$ cat config.mk
export PLATFORM = sky130hd
export DESIGN_NAME = first_fit_free_list_allocator_unit_flat
export DESIGN_NICKNAME = d
export VERILOG_FILES = /design/src/rtl/core/ffa_pkg.sv /design/src/rtl/core/ffa_ifs.sv /design/src/rtl/core/ffa_ctrl.sv /design/src/rtl/core/ffa_dpath.sv /design/src/rtl/core/first_fit_free_list_allocator_unit.sv /design/src/flat_wrapper.sv
export SDC_FILE = /design/constraint.sdc
export NUM_CORES = 2
export LEC_CHECK = 0
export ABC_AREA = 1
export BUFFER_PORTS_ARGS = -buffer_cell sky130_fd_sc_hd__buf_2
export CORE_MARGIN = 2
export CORE_UTILIZATION = 35
export CTS_BUF_LIST = sky130_fd_sc_hd__clkbuf_4 sky130_fd_sc_hd__clkbuf_8
export DETAILED_ROUTE_END_ITERATION = 10
export PLACE_DENSITY = 0.55
export SLEW_MARGIN = 20
export SYNTH_ARGS = -nofsm -noshare
export SYNTH_HDL_FRONTEND = slang
export SYNTH_SLANG_ARGS = --single-unit
$ cat constraint.sdc
create_clock -name i_clk -period 8.4 [get_ports i_clk]
set_clock_uncertainty 0.2 [all_clocks]
set_input_delay 0.84 -clock i_clk [delete_from_list [all_inputs] [get_ports i_clk]]
set_output_delay 0.84 -clock i_clk [all_outputs]
set_load 0.01 [all_outputs]
$ cat src/rtl/core/ffa_pkg.sv
// Shared types, codes and constants of the first-fit free-list allocator.
`default_nettype none

package ffa_pkg;

    localparam int DEF_MAX_SPANS = 16;
    localparam int DATA_W        = 32;
    localparam int GRAN_W        = 5;
    localparam int CFG_IDX_W     = 1;

    // Configuration register indexes
    localparam logic [CFG_IDX_W-1:0] REG_REGION_SIZE = 1'b0;
    localparam logic [CFG_IDX_W-1:0] REG_GRAN_LOG2   = 1'b1;

    localparam logic [DATA_W-1:0] RST_REGION_SIZE = 32'd67108864;

    // Request opcodes
    localparam logic OPC_ALLOC = 1'b0;
    localparam logic OPC_FREE  = 1'b1;

    typedef enum logic [1:0] {
        ST_DONE      = 2'd0,
        ST_NO_FIT    = 2'd1,
        ST_LIST_FULL = 2'd2
    } t_status;

    // One datapath operation per cycle, issued by the controller
    typedef enum logic [4:0] {
        OP_NONE,
        OP_INIT,
        OP_LOAD,
        OP_SCAN_RD,
        OP_SCAN_NEXT,
        OP_ALLOC_SHRINK,
        OP_ALLOC_EXACT,
        OP_FREE_EVAL,
        OP_FREE_PRE,
        OP_FREE_POST,
        OP_FREE_BOTH,
        OP_MV_SET_UP,
        OP_MV_RD_DN,
        OP_MV_WR_DN,
        OP_MV_RD_UP,
        OP_MV_WR_UP,
        OP_CNT_DEC,
        OP_INS_WRITE,
        OP_RESULT
    } t_dp_op;

    typedef struct packed {
        t_dp_op  op;
        t_status code;
        logic    idle;
    } t_dp_cmd;

    typedef struct packed {
        logic is_free;
        logic alloc_bad;
        logic free_skip;
        logic scan_end;
        logic fit;
        logic exact;
        logic stop;
        logic pre;
        logic post;
        logic full;
        logic dn_done;
        logic up_done;
        logic out_busy;
    } t_dp_sts;

    typedef struct packed {
        logic [DATA_W-1:0] start;
        logic [DATA_W-1:0] length;
    } t_span;

endpackage

`default_nettype wire

$ cat src/rtl/core/ffa_ifs.sv
// Request, response and configuration channel interfaces of the allocator.
`default_nettype none

interface ffa_req_if import ffa_pkg::*; ();
    logic              valid;
    logic              ready;
    logic              opcode;
    logic [DATA_W-1:0] req_size;
    logic [DATA_W-1:0] free_offset;

    modport source(output valid, output opcode, output req_size, output free_offset,
                   input ready);
    modport sink(input valid, input opcode, input req_size, input free_offset,
                 output ready);
endinterface

interface ffa_rsp_if import ffa_pkg::*; ();
    logic              valid;
    logic              ready;
    logic [1:0]        status;
    logic [DATA_W-1:0] alloc_offset;
    logic [DATA_W-1:0] granted_size;

    modport source(output valid, output status, output alloc_offset, output granted_size,
                   input ready);
    modport sink(input valid, input status, input alloc_offset, input granted_size,
                 output ready);
endinterface

interface ffa_cfg_if import ffa_pkg::*; ();
    logic                 valid;
    logic                 ready;
    logic [CFG_IDX_W-1:0] index;
    logic [DATA_W-1:0]    data;

    modport source(output valid, output index, output data, input ready);
    modport sink(input valid, input index, input data, output ready);
endinterface

`default_nettype wire

$ cat src/rtl/core/ffa_ctrl.sv
// Sequencer of the allocator: scans, shifts and result handoff.
`default_nettype none

module ffa_ctrl import ffa_pkg::*; (
    input  wire logic    i_clk,
    input  wire logic    i_rst_n,
    input  wire logic    i_req_valid,
    input  wire t_dp_sts i_sts,
    output t_dp_cmd      o_cmd
);

    typedef enum logic [3:0] {
        S_INIT,
        S_IDLE,
        S_DECIDE,
        S_SCAN_RD,
        S_SCAN_CHK,
        S_FREE_EVAL,
        S_FREE_ACT,
        S_DN_RD,
        S_DN_WR,
        S_UP_RD,
        S_UP_WR,
        S_RESULT
    } t_state;

    t_state  r_state, n_state;
    t_status r_code, n_code;
    t_dp_op  op;

    // Hold state and the pending result code
    always_ff @(posedge i_clk) begin
        if (!i_rst_n) begin
            r_state <= S_INIT;
            r_code  <= ST_DONE;
        end else begin
            r_state <= n_state;
            r_code  <= n_code;
        end
    end

    // Pick the next state and this cycle's datapath operation
    always_comb begin
        n_state = r_state;
        n_code  = r_code;
        op      = OP_NONE;
        unique case (r_state)
            S_INIT: begin
                op      = OP_INIT;
                n_state = S_IDLE;
            end
            S_IDLE: begin
                if (i_req_valid) begin
                    op      = OP_LOAD;
                    n_state = S_DECIDE;
                end
            end
            S_DECIDE: begin
                if (i_sts.is_free ? i_sts.free_skip : i_sts.alloc_bad) begin
                    n_code  = i_sts.is_free ? ST_DONE : ST_NO_FIT;
                    n_state = S_RESULT;
                end else begin
                    n_state = S_SCAN_RD;
                end
            end
            S_SCAN_RD: begin
                if (i_sts.scan_end) begin
                    if (i_sts.is_free) begin
                        n_state = S_FREE_EVAL;
                    end else begin
                        n_code  = ST_NO_FIT;
                        n_state = S_RESULT;
                    end
                end else begin
                    op      = OP_SCAN_RD;
                    n_state = S_SCAN_CHK;
                end
            end
            S_SCAN_CHK: begin
                if (!i_sts.is_free) begin
                    if (i_sts.fit && i_sts.exact) begin
                        op      = OP_ALLOC_EXACT;
                        n_state = S_DN_RD;
                    end else if (i_sts.fit) begin
                        op      = OP_ALLOC_SHRINK;
                        n_code  = ST_DONE;
                        n_state = S_RESULT;
                    end else begin
                        op      = OP_SCAN_NEXT;
                        n_state = S_SCAN_RD;
                    end
                end else if (i_sts.stop) begin
                    n_state = S_FREE_EVAL;
                end else begin
                    op      = OP_SCAN_NEXT;
                    n_state = S_SCAN_RD;
                end
            end
            S_FREE_EVAL: begin
                op      = OP_FREE_EVAL;
                n_state = S_FREE_ACT;
            end
            S_FREE_ACT: begin
                if (i_sts.pre && i_sts.post) begin
                    op      = OP_FREE_BOTH;
                    n_state = S_DN_RD;
                end else if (i_sts.pre) begin
                    op      = OP_FREE_PRE;
                    n_code  = ST_DONE;
                    n_state = S_RESULT;
                end else if (i_sts.post) begin
                    op      = OP_FREE_POST;
                    n_code  = ST_DONE;
                    n_state = S_RESULT;
                end else if (i_sts.full) begin
                    n_code  = ST_LIST_FULL;
                    n_state = S_RESULT;
                end else begin
                    op      = OP_MV_SET_UP;
                    n_state = S_UP_RD;
                end
            end
            // Close the gap left by a removed span
            S_DN_RD: begin
                if (i_sts.dn_done) begin
                    op      = OP_CNT_DEC;
                    n_code  = ST_DONE;
                    n_state = S_RESULT;
                end else begin
                    op      = OP_MV_RD_DN;
                    n_state = S_DN_WR;
                end
            end
            S_DN_WR: begin
                op      = OP_MV_WR_DN;
                n_state = S_DN_RD;
            end
            // Open a gap for an inserted span
            S_UP_RD: begin
                if (i_sts.up_done) begin
                    op      = OP_INS_WRITE;
                    n_code  = ST_DONE;
                    n_state = S_RESULT;
                end else begin
                    op      = OP_MV_RD_UP;
                    n_state = S_UP_WR;
                end
            end
            S_UP_WR: begin
                op      = OP_MV_WR_UP;
                n_state = S_UP_RD;
            end
            S_RESULT: begin
                if (!i_sts.out_busy) begin
                    op      = OP_RESULT;
                    n_state = S_IDLE;
                end
            end
            default: begin
                n_state = S_INIT;
            end
        endcase
    end

    assign o_cmd.op   = op;
    assign o_cmd.code = r_code;
    assign o_cmd.idle = (r_state == S_IDLE);

endmodule

`default_nettype wire

$ cat src/rtl/core/ffa_dpath.sv
// Datapath of the allocator: span memory, scan pointers, arithmetic, result register.
`default_nettype none

module ffa_dpath import ffa_pkg::*; #(
    parameter int MAX_SPANS = DEF_MAX_SPANS
) (
    input  wire logic                 i_clk,
    input  wire logic                 i_rst_n,
    input  wire t_dp_cmd              i_cmd,
    output t_dp_sts                   o_sts,
    input  wire logic                 i_req_opcode,
    input  wire logic [DATA_W-1:0]    i_req_size,
    input  wire logic [DATA_W-1:0]    i_req_offset,
    input  wire logic                 i_cfg_fire,
    input  wire logic [CFG_IDX_W-1:0] i_cfg_index,
    input  wire logic [DATA_W-1:0]    i_cfg_data,
    input  wire logic                 i_out_ready,
    output logic                      o_out_valid,
    output logic [1:0]                o_out_status,
    output logic [DATA_W-1:0]         o_out_offset,
    output logic [DATA_W-1:0]         o_out_granted
);

    localparam int AW = (MAX_SPANS > 1) ? $clog2(MAX_SPANS) : 1;
    localparam int CW = $clog2(MAX_SPANS + 1);
    localparam logic [CW-1:0] CNT_MAX = CW'(MAX_SPANS);

    // Span list storage, no reset
    t_span r_mem [MAX_SPANS];
    t_span r_rd;

    // Configuration
    logic [DATA_W-1:0] r_region;
    logic [GRAN_W-1:0] r_gran;

    // Request and scan context
    logic              r_opc;
    logic [DATA_W-1:0] r_size;
    logic [DATA_W-1:0] r_off;
    logic [DATA_W:0]   r_rounded;
    logic [DATA_W:0]   r_end;
    logic [CW-1:0]     r_count;
    logic [CW-1:0]     r_idx;
    logic [CW-1:0]     r_mv;
    t_span             r_prev;
    logic              r_pre;
    logic              r_post;
    logic [DATA_W-1:0] r_sum;
    logic [DATA_W-1:0] r_grant_off;

    // Result register
    logic              r_out_valid;
    t_status           r_out_status;
    logic [DATA_W-1:0] r_out_offset;
    logic [DATA_W-1:0] r_out_granted;

    logic [DATA_W:0]   mask;
    logic [DATA_W:0]   rounded;
    logic [DATA_W:0]   prev_end;
    logic [CW-1:0]     idx_dec;
    logic [CW-1:0]     mv_inc;
    logic [CW-1:0]     mv_dec;
    logic              wr_en;
    logic [CW-1:0]     wr_addr;
    t_span             wr_data;
    logic              rd_en;
    logic [CW-1:0]     rd_addr;
    logic              cfg_region;
    logic              ok_alloc;

    assign mask     = ((DATA_W+1)'(1) << r_gran) - (DATA_W+1)'(1);
    assign rounded  = ({1'b0, i_req_size} + mask) & ~mask;
    assign prev_end = {1'b0, r_prev.start} + {1'b0, r_prev.length};
    assign idx_dec  = r_idx - 1'b1;
    assign mv_inc   = r_mv + 1'b1;
    assign mv_dec   = r_mv - 1'b1;
    assign cfg_region = i_cfg_fire && (i_cfg_index == REG_REGION_SIZE);

    // Steer the single write port
    always_comb begin
        wr_en   = 1'b0;
        wr_addr = '0;
        wr_data = '{start: '0, length: r_region};
        if (cfg_region) begin
            wr_en   = 1'b1;
            wr_data = '{start: '0, length: i_cfg_data};
        end else begin
            unique case (i_cmd.op)
                OP_INIT: begin
                    wr_en = 1'b1;
                end
                OP_ALLOC_SHRINK: begin
                    wr_en   = 1'b1;
                    wr_addr = r_idx;
                    wr_data = '{start:  r_rd.start + r_rounded[DATA_W-1:0],
                                length: r_rd.length - r_rounded[DATA_W-1:0]};
                end
                OP_FREE_PRE: begin
                    wr_en   = 1'b1;
                    wr_addr = idx_dec;
                    wr_data = '{start: r_prev.start, length: r_sum};
                end
                OP_FREE_BOTH: begin
                    wr_en   = 1'b1;
                    wr_addr = idx_dec;
                    wr_data = '{start: r_prev.start, length: r_sum + r_rd.length};
                end
                OP_FREE_POST: begin
                    wr_en   = 1'b1;
                    wr_addr = r_idx;
                    wr_data = '{start: r_off, length: r_rd.length + r_size};
                end
                OP_INS_WRITE: begin
                    wr_en   = 1'b1;
                    wr_addr = r_idx;
                    wr_data = '{start: r_off, length: r_size};
                end
                OP_MV_WR_DN, OP_MV_WR_UP: begin
                    wr_en   = 1'b1;
                    wr_addr = r_mv;
                    wr_data = r_rd;
                end
                default: begin
                    wr_en = 1'b0;
                end
            endcase
        end
    end

    // Steer the read port
    always_comb begin
        rd_en   = 1'b0;
        rd_addr = r_idx;
        unique case (i_cmd.op)
            OP_SCAN_RD: begin
                rd_en = 1'b1;
            end
            OP_MV_RD_DN: begin
                rd_en   = 1'b1;
                rd_addr = mv_inc;
            end
            OP_MV_RD_UP: begin
                rd_en   = 1'b1;
                rd_addr = mv_dec;
            end
            default: begin
                rd_en = 1'b0;
            end
        endcase
    end

    // Write the span memory
    always_ff @(posedge i_clk) begin
        if (wr_en) begin
            r_mem[wr_addr[AW-1:0]] <= wr_data;
        end
    end

    // Read the span memory into a register
    always_ff @(posedge i_clk) begin
        if (rd_en) begin
            r_rd <= r_mem[rd_addr[AW-1:0]];
        end
    end

    // Hold configuration and list length
    always_ff @(posedge i_clk) begin
        if (!i_rst_n) begin
            r_region <= RST_REGION_SIZE;
            r_gran   <= '0;
            r_count  <= '0;
        end else begin
            if (i_cfg_fire) begin
                case (i_cfg_index)
                    REG_REGION_SIZE: r_region <= i_cfg_data;
                    REG_GRAN_LOG2:   r_gran   <= i_cfg_data[GRAN_W-1:0];
                    default:         r_gran   <= r_gran;
                endcase
            end
            if (cfg_region) begin
                r_count <= (i_cfg_data != '0) ? CW'(1) : '0;
            end else if (i_cmd.op == OP_INIT) begin
                r_count <= (r_region != '0) ? CW'(1) : '0;
            end else if (i_cmd.op == OP_INS_WRITE) begin
                r_count <= r_count + 1'b1;
            end else if (i_cmd.op == OP_CNT_DEC) begin
                r_count <= r_count - 1'b1;
            end
        end
    end

    // Capture the request and advance scan and move pointers
    always_ff @(posedge i_clk) begin
        case (i_cmd.op)
            OP_LOAD: begin
                r_opc     <= i_req_opcode;
                r_size    <= i_req_size;
                r_off     <= i_req_offset;
                r_rounded <= rounded;
                r_end     <= {1'b0, i_req_offset} + {1'b0, i_req_size};
                r_idx     <= '0;
            end
            OP_SCAN_NEXT: begin
                r_prev <= r_rd;
                r_idx  <= r_idx + 1'b1;
            end
            OP_ALLOC_SHRINK: begin
                r_grant_off <= r_rd.start;
            end
            OP_ALLOC_EXACT: begin
                r_grant_off <= r_rd.start;
                r_mv        <= r_idx;
            end
            OP_FREE_EVAL: begin
                r_pre  <= (r_idx != '0) && (prev_end == {1'b0, r_off});
                r_post <= (r_idx != r_count) && (r_end[DATA_W-1:0] == r_rd.start);
                r_sum  <= r_prev.length + r_size;
            end
            OP_FREE_BOTH: begin
                r_mv <= r_idx;
            end
            OP_MV_SET_UP: begin
                r_mv <= r_count;
            end
            OP_MV_WR_DN: begin
                r_mv <= mv_inc;
            end
            OP_MV_WR_UP: begin
                r_mv <= mv_dec;
            end
            default: begin
                r_mv <= r_mv;
            end
        endcase
    end

    assign ok_alloc = (i_cmd.code == ST_DONE) && (r_opc == OPC_ALLOC);

    // Hold the result until the response side takes it
    always_ff @(posedge i_clk) begin
        if (!i_rst_n) begin
            r_out_valid <= 1'b0;
        end else if (i_cmd.op == OP_RESULT) begin
            r_out_valid <= 1'b1;
        end else if (i_out_ready) begin
            r_out_valid <= 1'b0;
        end
    end

    always_ff @(posedge i_clk) begin
        if (i_cmd.op == OP_RESULT) begin
            r_out_status  <= i_cmd.code;
            r_out_offset  <= ok_alloc ? r_grant_off : '0;
            r_out_granted <= ok_alloc ? r_rounded[DATA_W-1:0] : '0;
        end
    end

    assign o_out_valid   = r_out_valid;
    assign o_out_status  = r_out_status;
    assign o_out_offset  = r_out_offset;
    assign o_out_granted = r_out_granted;

    // Status toward the controller
    assign o_sts.is_free   = (r_opc == OPC_FREE);
    assign o_sts.alloc_bad = (r_size == '0) || r_rounded[DATA_W];
    assign o_sts.free_skip = (r_size == '0) || r_end[DATA_W];
    assign o_sts.scan_end  = (r_idx == r_count);
    assign o_sts.fit       = (r_rd.length >= r_rounded[DATA_W-1:0]);
    assign o_sts.exact     = (r_rd.length == r_rounded[DATA_W-1:0]);
    assign o_sts.stop      = (r_rd.start > r_off);
    assign o_sts.pre       = r_pre;
    assign o_sts.post      = r_post;
    assign o_sts.full      = (r_count == CNT_MAX);
    assign o_sts.dn_done   = (mv_inc >= r_count);
    assign o_sts.up_done   = (r_mv == r_idx);
    assign o_sts.out_busy  = r_out_valid && !i_out_ready;

endmodule

`default_nettype wire

$ cat src/rtl/core/first_fit_free_list_allocator_unit.sv
// First-fit free-list allocator with coalescing: top level.
// An allocate loads and checks the request, then reads and compares each span in turn;
// a free also weighs merges after its scan stops or runs off the end of the list.
// Each entry shifted on a removal or insertion takes a read and a write. One request at a time,
// set by the sequential controller; the next is taken while a result waits.
// Reset: the S_INIT state rebuilds the list as [0, region_size).
`default_nettype none

module first_fit_free_list_allocator_unit import ffa_pkg::*; #(
    parameter int MAX_SPANS = DEF_MAX_SPANS
) (
    input  wire logic  i_clk,
    input  wire logic  i_rst_n,
    ffa_req_if.sink    i_req,
    ffa_rsp_if.source  o_rsp,
    ffa_cfg_if.sink    i_cfg
);

    t_dp_cmd cmd;
    t_dp_sts sts;

    // Give a configuration write the idle slot ahead of a request
    assign i_req.ready = cmd.idle && !i_cfg.valid;
    assign i_cfg.ready = cmd.idle;

    ffa_ctrl u_ctrl (
        .i_clk       (i_clk),
        .i_rst_n     (i_rst_n),
        .i_req_valid (i_req.valid && !i_cfg.valid),
        .i_sts       (sts),
        .o_cmd       (cmd)
    );

    ffa_dpath #(
        .MAX_SPANS (MAX_SPANS)
    ) u_dpath (
        .i_clk         (i_clk),
        .i_rst_n       (i_rst_n),
        .i_cmd         (cmd),
        .o_sts         (sts),
        .i_req_opcode  (i_req.opcode),
        .i_req_size    (i_req.req_size),
        .i_req_offset  (i_req.free_offset),
        .i_cfg_fire    (i_cfg.valid && cmd.idle),
        .i_cfg_index   (i_cfg.index),
        .i_cfg_data    (i_cfg.data),
        .i_out_ready   (o_rsp.ready),
        .o_out_valid   (o_rsp.valid),
        .o_out_status  (o_rsp.status),
        .o_out_offset  (o_rsp.alloc_offset),
        .o_out_granted (o_rsp.granted_size)
    );

endmodule

`default_nettype wire

$ cat src/flat_wrapper.sv
// flat-port wrapper written by rule: the top's interface ports become plain ports
module first_fit_free_list_allocator_unit_flat import ffa_pkg::*;
#(
    parameter int MAX_SPANS = DEF_MAX_SPANS
)
  (i_clk, i_rst_n, i_req_valid, i_req_opcode, i_req_req_size, i_req_free_offset, i_req_ready, o_rsp_valid, o_rsp_status, o_rsp_alloc_offset, o_rsp_granted_size, o_rsp_ready, i_cfg_valid, i_cfg_index, i_cfg_data, i_cfg_ready);
  ffa_req_if i_req_i ();
  ffa_rsp_if o_rsp_i ();
  ffa_cfg_if i_cfg_i ();
  input  wire logic i_clk;
  input  wire logic i_rst_n;
  input wire logic [$bits(i_req_i.valid)-1:0] i_req_valid;
  input wire logic [$bits(i_req_i.opcode)-1:0] i_req_opcode;
  input wire logic [$bits(i_req_i.req_size)-1:0] i_req_req_size;
  input wire logic [$bits(i_req_i.free_offset)-1:0] i_req_free_offset;
  output wire logic [$bits(i_req_i.ready)-1:0] i_req_ready;
  output wire logic [$bits(o_rsp_i.valid)-1:0] o_rsp_valid;
  output wire logic [$bits(o_rsp_i.status)-1:0] o_rsp_status;
  output wire logic [$bits(o_rsp_i.alloc_offset)-1:0] o_rsp_alloc_offset;
  output wire logic [$bits(o_rsp_i.granted_size)-1:0] o_rsp_granted_size;
  input wire logic [$bits(o_rsp_i.ready)-1:0] o_rsp_ready;
  input wire logic [$bits(i_cfg_i.valid)-1:0] i_cfg_valid;
  input wire logic [$bits(i_cfg_i.index)-1:0] i_cfg_index;
  input wire logic [$bits(i_cfg_i.data)-1:0] i_cfg_data;
  output wire logic [$bits(i_cfg_i.ready)-1:0] i_cfg_ready;
  assign i_req_i.valid = i_req_valid;
  assign i_req_i.opcode = i_req_opcode;
  assign i_req_i.req_size = i_req_req_size;
  assign i_req_i.free_offset = i_req_free_offset;
  assign i_req_ready = i_req_i.ready;
  assign o_rsp_valid = o_rsp_i.valid;
  assign o_rsp_status = o_rsp_i.status;
  assign o_rsp_alloc_offset = o_rsp_i.alloc_offset;
  assign o_rsp_granted_size = o_rsp_i.granted_size;
  assign o_rsp_i.ready = o_rsp_ready;
  assign i_cfg_i.valid = i_cfg_valid;
  assign i_cfg_i.index = i_cfg_index;
  assign i_cfg_i.data = i_cfg_data;
  assign i_cfg_ready = i_cfg_i.ready;
  first_fit_free_list_allocator_unit #(.MAX_SPANS(MAX_SPANS)) u_core (.i_clk(i_clk), .i_rst_n(i_rst_n), .i_req(i_req_i), .o_rsp(o_rsp_i), .i_cfg(i_cfg_i));
endmodule
==> flow_metrics.env <==
export IMPL_r2r_start="u_core.u_dpath.r_rd[63]$_DFFE_PP_"
export IMPL_drtIter0Drc=6099
export IMPL_worstHoldStart="i_cfg_data[7]"
export IMPL_finalNetCount=8896
export IMPL_synthesis_nets=8513
export IMPL_cts_num_sinks=1474
export IMPL_syn_to_final_growth_pct=14.4
export IMPL_track_usage_pct=26.3
export IMPL_post_drt_wl_per_cell_um=25.9
export IMPL_post_cts_buffers=0
export IMPL_clkSlewWorstSetupHoldPaths_ns=0.07
export IMPL_grt_first_pass_wirelength_mm=425
export IMPL_ys_seq_area_share_pct=56.6
export IMPL_cts_buffer_depth=4
export IMPL_drc_errors=0
export IMPL_drive_gt1_share_pct=9.64
export IMPL_drv_cap=0
export IMPL_clk_insertion_delay_late_ns=1.05
export IMPL_nFillCells=21700
export IMPL_layout_cells_non_filler=11600
export IMPL_worstMarginPinSlew_ns=1.27
export IMPL_synth_area_per_cell_um2=9.51
export IMPL_overflow=0
export IMPL_hold_path_class="in2reg"
export IMPL_ys_top_cells_by_area="edfxtp_1 (55%), nand2_1 (8.4%), nand3_1 (7.5%)"
export IMPL_num_vias=61300
export IMPL_drt_pass1_iter_count=6
export IMPL_start_util_pct=35.2
export IMPL_fp_dieH_um=474
export IMPL_synth_edf_count=1425
export IMPL_cts_buffers=279
export IMPL_ff2ff_setup_slack_ns=0.80
export IMPL_whs_path_depth=5
export IMPL_gp_congestion=1.01
export IMPL_grt_setup_unrepaired="no"
export IMPL_cts_tree="built"
export IMPL_setup_violations_final=0
export IMPL_antenna_left=0
export IMPL_dieArea_um2=225000
export IMPL_routed_wl_mm=300
export IMPL_synth_top_cell_by_area="edfxtp_1"
export IMPL_rows=172
export IMPL_grt_pass1_vias=58300
export IMPL_crit_arrival_ns=8.03
export IMPL_power_density_nw_per_um2=349
export IMPL_max_vdd_ir_drop_mv=0.461
export IMPL_required_ns=8.83
export IMPL_crit_start="u_core.u_dpath.r_rd[63]$_DFFE_PP_"
export IMPL_crit_path_start_kind="flip-flop"
export IMPL_cp_end_kind="flip-flop"
export IMPL_synth_area_um2=77300
export IMPL_cp_common_cell="nand2_1"
export IMPL_synth_ff_type="edfxtp_1"
export IMPL_async_reset_ff_share_pct=0
export IMPL_period_share_pct=90.5
export IMPL_cts_max_level=5
export IMPL_worstRegToRegCells=29
export IMPL_max_freq_mhz=132
export IMPL_relSlewSlack_pct=15.4
export IMPL_timing_final_max_slew_violations=0
export IMPL_crit_fanout=36
export IMPL_synthCells=8124
export IMPL_hold_end="u_core.u_dpath.r_region[7]$_SDFFE_PN0P_"
export IMPL_hold_violations=0
export IMPL_viasPerCell=5.29
export IMPL_root_buffer="clkbuf_8"
export IMPL_reg2reg_to="u_core.u_dpath.r_mem[11][31]$_DFFE_PP_"
export IMPL_slowest_delay_ns=0.51
export IMPL_placed_cells=11000
export IMPL_ys_warn_count=0
export IMPL_ys_ff_latch=1474
export IMPL_min_period_ns=7.60
export IMPL_ys_types=56
export IMPL_grt_max_degree=132
export IMPL_port_buffers=171
export IMPL_fin_tns_setup_ns=0
export IMPL_antenna_found_initial=12
export IMPL_synth_top_area_share_pct=55.4
export IMPL_crit_slowest_cell="o21ai_0"
export IMPL_ios=172
export IMPL_dp_hpwl_mm=205
export IMPL_crit_type="reg2reg"
export IMPL_status="completed"
export IMPL_p_leak_nw=37.2
export IMPL_die_width_um=474
export IMPL_core_area_um2=220000
-- cells in the final DEF, fill, tap and decap left out, types with 14 or more instances in the layout --
cell type	count
nand2_1	1722
edfxtp_1	1425
inv_1	1272
nand3_1	1155
nor2_1	387
a21oi_1	334
clkbuf_8	286
ha_1	278
o21ai_0	222
nand3b_1	199
buf_2	171
xor2_1	153
buf_4	124
xnor2_1	109
clkbuf_4	95
dlygate4sd3_1	81
nand4_1	76
clkinv_1	55
dfxtp_1	49
nor4_1	47
buf_12	45
a31oi_1	43
nor3_1	39
o21bai_1	30
o21a_1	27
a21o_1	26
nor2_4	23
o211ai_1	19
clkinv_2	19
a21boi_0	18
o2111ai_1	15
inv_2	14
-- per-stage QoR --
step                power, mW  instance area, um^2  util [%]  setup slack, ns  hold slack [ns]
finish                   30.9                88400      40.3            0.796           0.0823
global route             32.4                88400      40.3            0.303           0.0296
CTS                      30.8                88400      40.3            0.908          0.00678
detailed placement       23.8                82300      37.5            0.908            0.272
global placement         23.8                82300      37.5            0.986            0.274
floorplan                18.4                77300         -            0.885            0.226
-- synthesized netlist by cell type (26+ instances only) --
cell type  instances
buf_2            156
a21o_1            26
o21a_1            27
nand3_1         1157
inv_1           1274
o21bai_1          30
a31oi_1           43
buf_1             29
nand3b_1         199
dfxtp_1           49
nor4_1            47
nor2_1           409
a21oi_1          335
clkbuf_1         103
nor3_1            39
nand2_1         1725
xor2_1           153
ha_1             278
nand4_1           76
xnor2_1          109
o21ai_0          223
edfxtp_1        1425
-- routing by layer --
metal / vias to the layer above / part of all wire [%] / track usage, %
met5: - / 0.0043 / 0
met4: 2 / 4.7 / 11.6
met3: 498 / 6.9 / 4.05
met2: 2640 / 45 / 41.4
met1: 29900 / 43 / 35.8
li1: 28200 / - / -
-- cell type report --
class                           instances  area (um^2)  share of cell area [%]
Antenna cell                            6         15.0                  0.0170
Clock buffer                          381         4650                    5.26
Clock inverter                         89          576                   0.651
Inverter                             1288         4840                    5.48
Multi-Input combinational cell       5043        27400                    31.0
Sequential cell                      1474        43800                    49.5
Tap cell                             2871         3590                    4.06
Timing Repair Buffer                  421         3500                    3.96
-- how the worst max path moves through the flow --
stage	end	slack (ns)	cells past startpoint
3_3_place_gp	u_core.u_dpath.r_mem[2][31]$_DFFE_PP_	0.99	29
4_1_cts	u_core.u_dpath.r_mem[11][31]$_DFFE_PP_	0.91	29
6_report	u_core.u_dpath.r_mem[11][31]$_DFFE_PP_	0.80	29
3_5_place_dp	u_core.u_dpath.r_mem[3][31]$_DFFE_PP_	0.91	29
5_1_grt	u_core.u_dpath.r_mem[11][31]$_DFFE_PP_	0.30	30
2_1_floorplan	u_core.u_dpath.r_rd[0]$_DFFE_PP_	0.89	13
-- sequential cells by signal, summed over array words and instances (netlist names), 32 cells and up --
name and cells:
u_core.u_dpath.r_end 33, u_core.u_dpath.r_off 32, u_core.u_dpath.r_rounded 33, u_core.u_dpath.r_sum 32, u_core.u_dpath.r_prev 64, u_core.u_dpath.o_out_offset 32
u_core.u_dpath.r_mem 1024, u_core.u_dpath.r_region 32, u_core.u_dpath.r_size 32, u_core.u_dpath.r_rd 64, u_core.u_dpath.r_grant_off 32, u_core.u_dpath.o_out_granted 32
-- worst max-delay path, delay by kind of cell (launching register included) --
kind            cells  cell delay [ns]
simple gates       23             4.47
compound gates      3             0.84
fa+ha+maj           2             0.75
flops               1             0.50
buf+inv             1             0.44
-- cells by family after synthesis --
logic type | count (synthesis) | share of synthesized area [%]
and+or+nand+nor | 3700 | 21.5
buffers and inverters | 1607 | 8.23
DFF | 1474 | 56.6
AOI/OAI and AO/OA | 794 | 5.90
adders and majority gates | 286 | 4.71
xor gates and xnor gates | 262 | 2.97
other | 1 | 0.00485
-- report_power, final --
group | leakage, nW | internal, mW | switching, mW
clock network | 2.75 | 3.77 | 3.12
logic | 20.7 | 3.51 | 9.40
registers | 13.8 | 10.2 | 0.800
total | 37.2 | 17.5 | 13.3
-- repair_timing --
| action | CTS | global route |
|---|---|---|
| hold buffers | 81 | 0 |
| gates resized for setup | 0 | 0 |
| endpoints found under the hold margin | 80 | 0 |
Note: power is estimated with default switching activity, not from simulation.
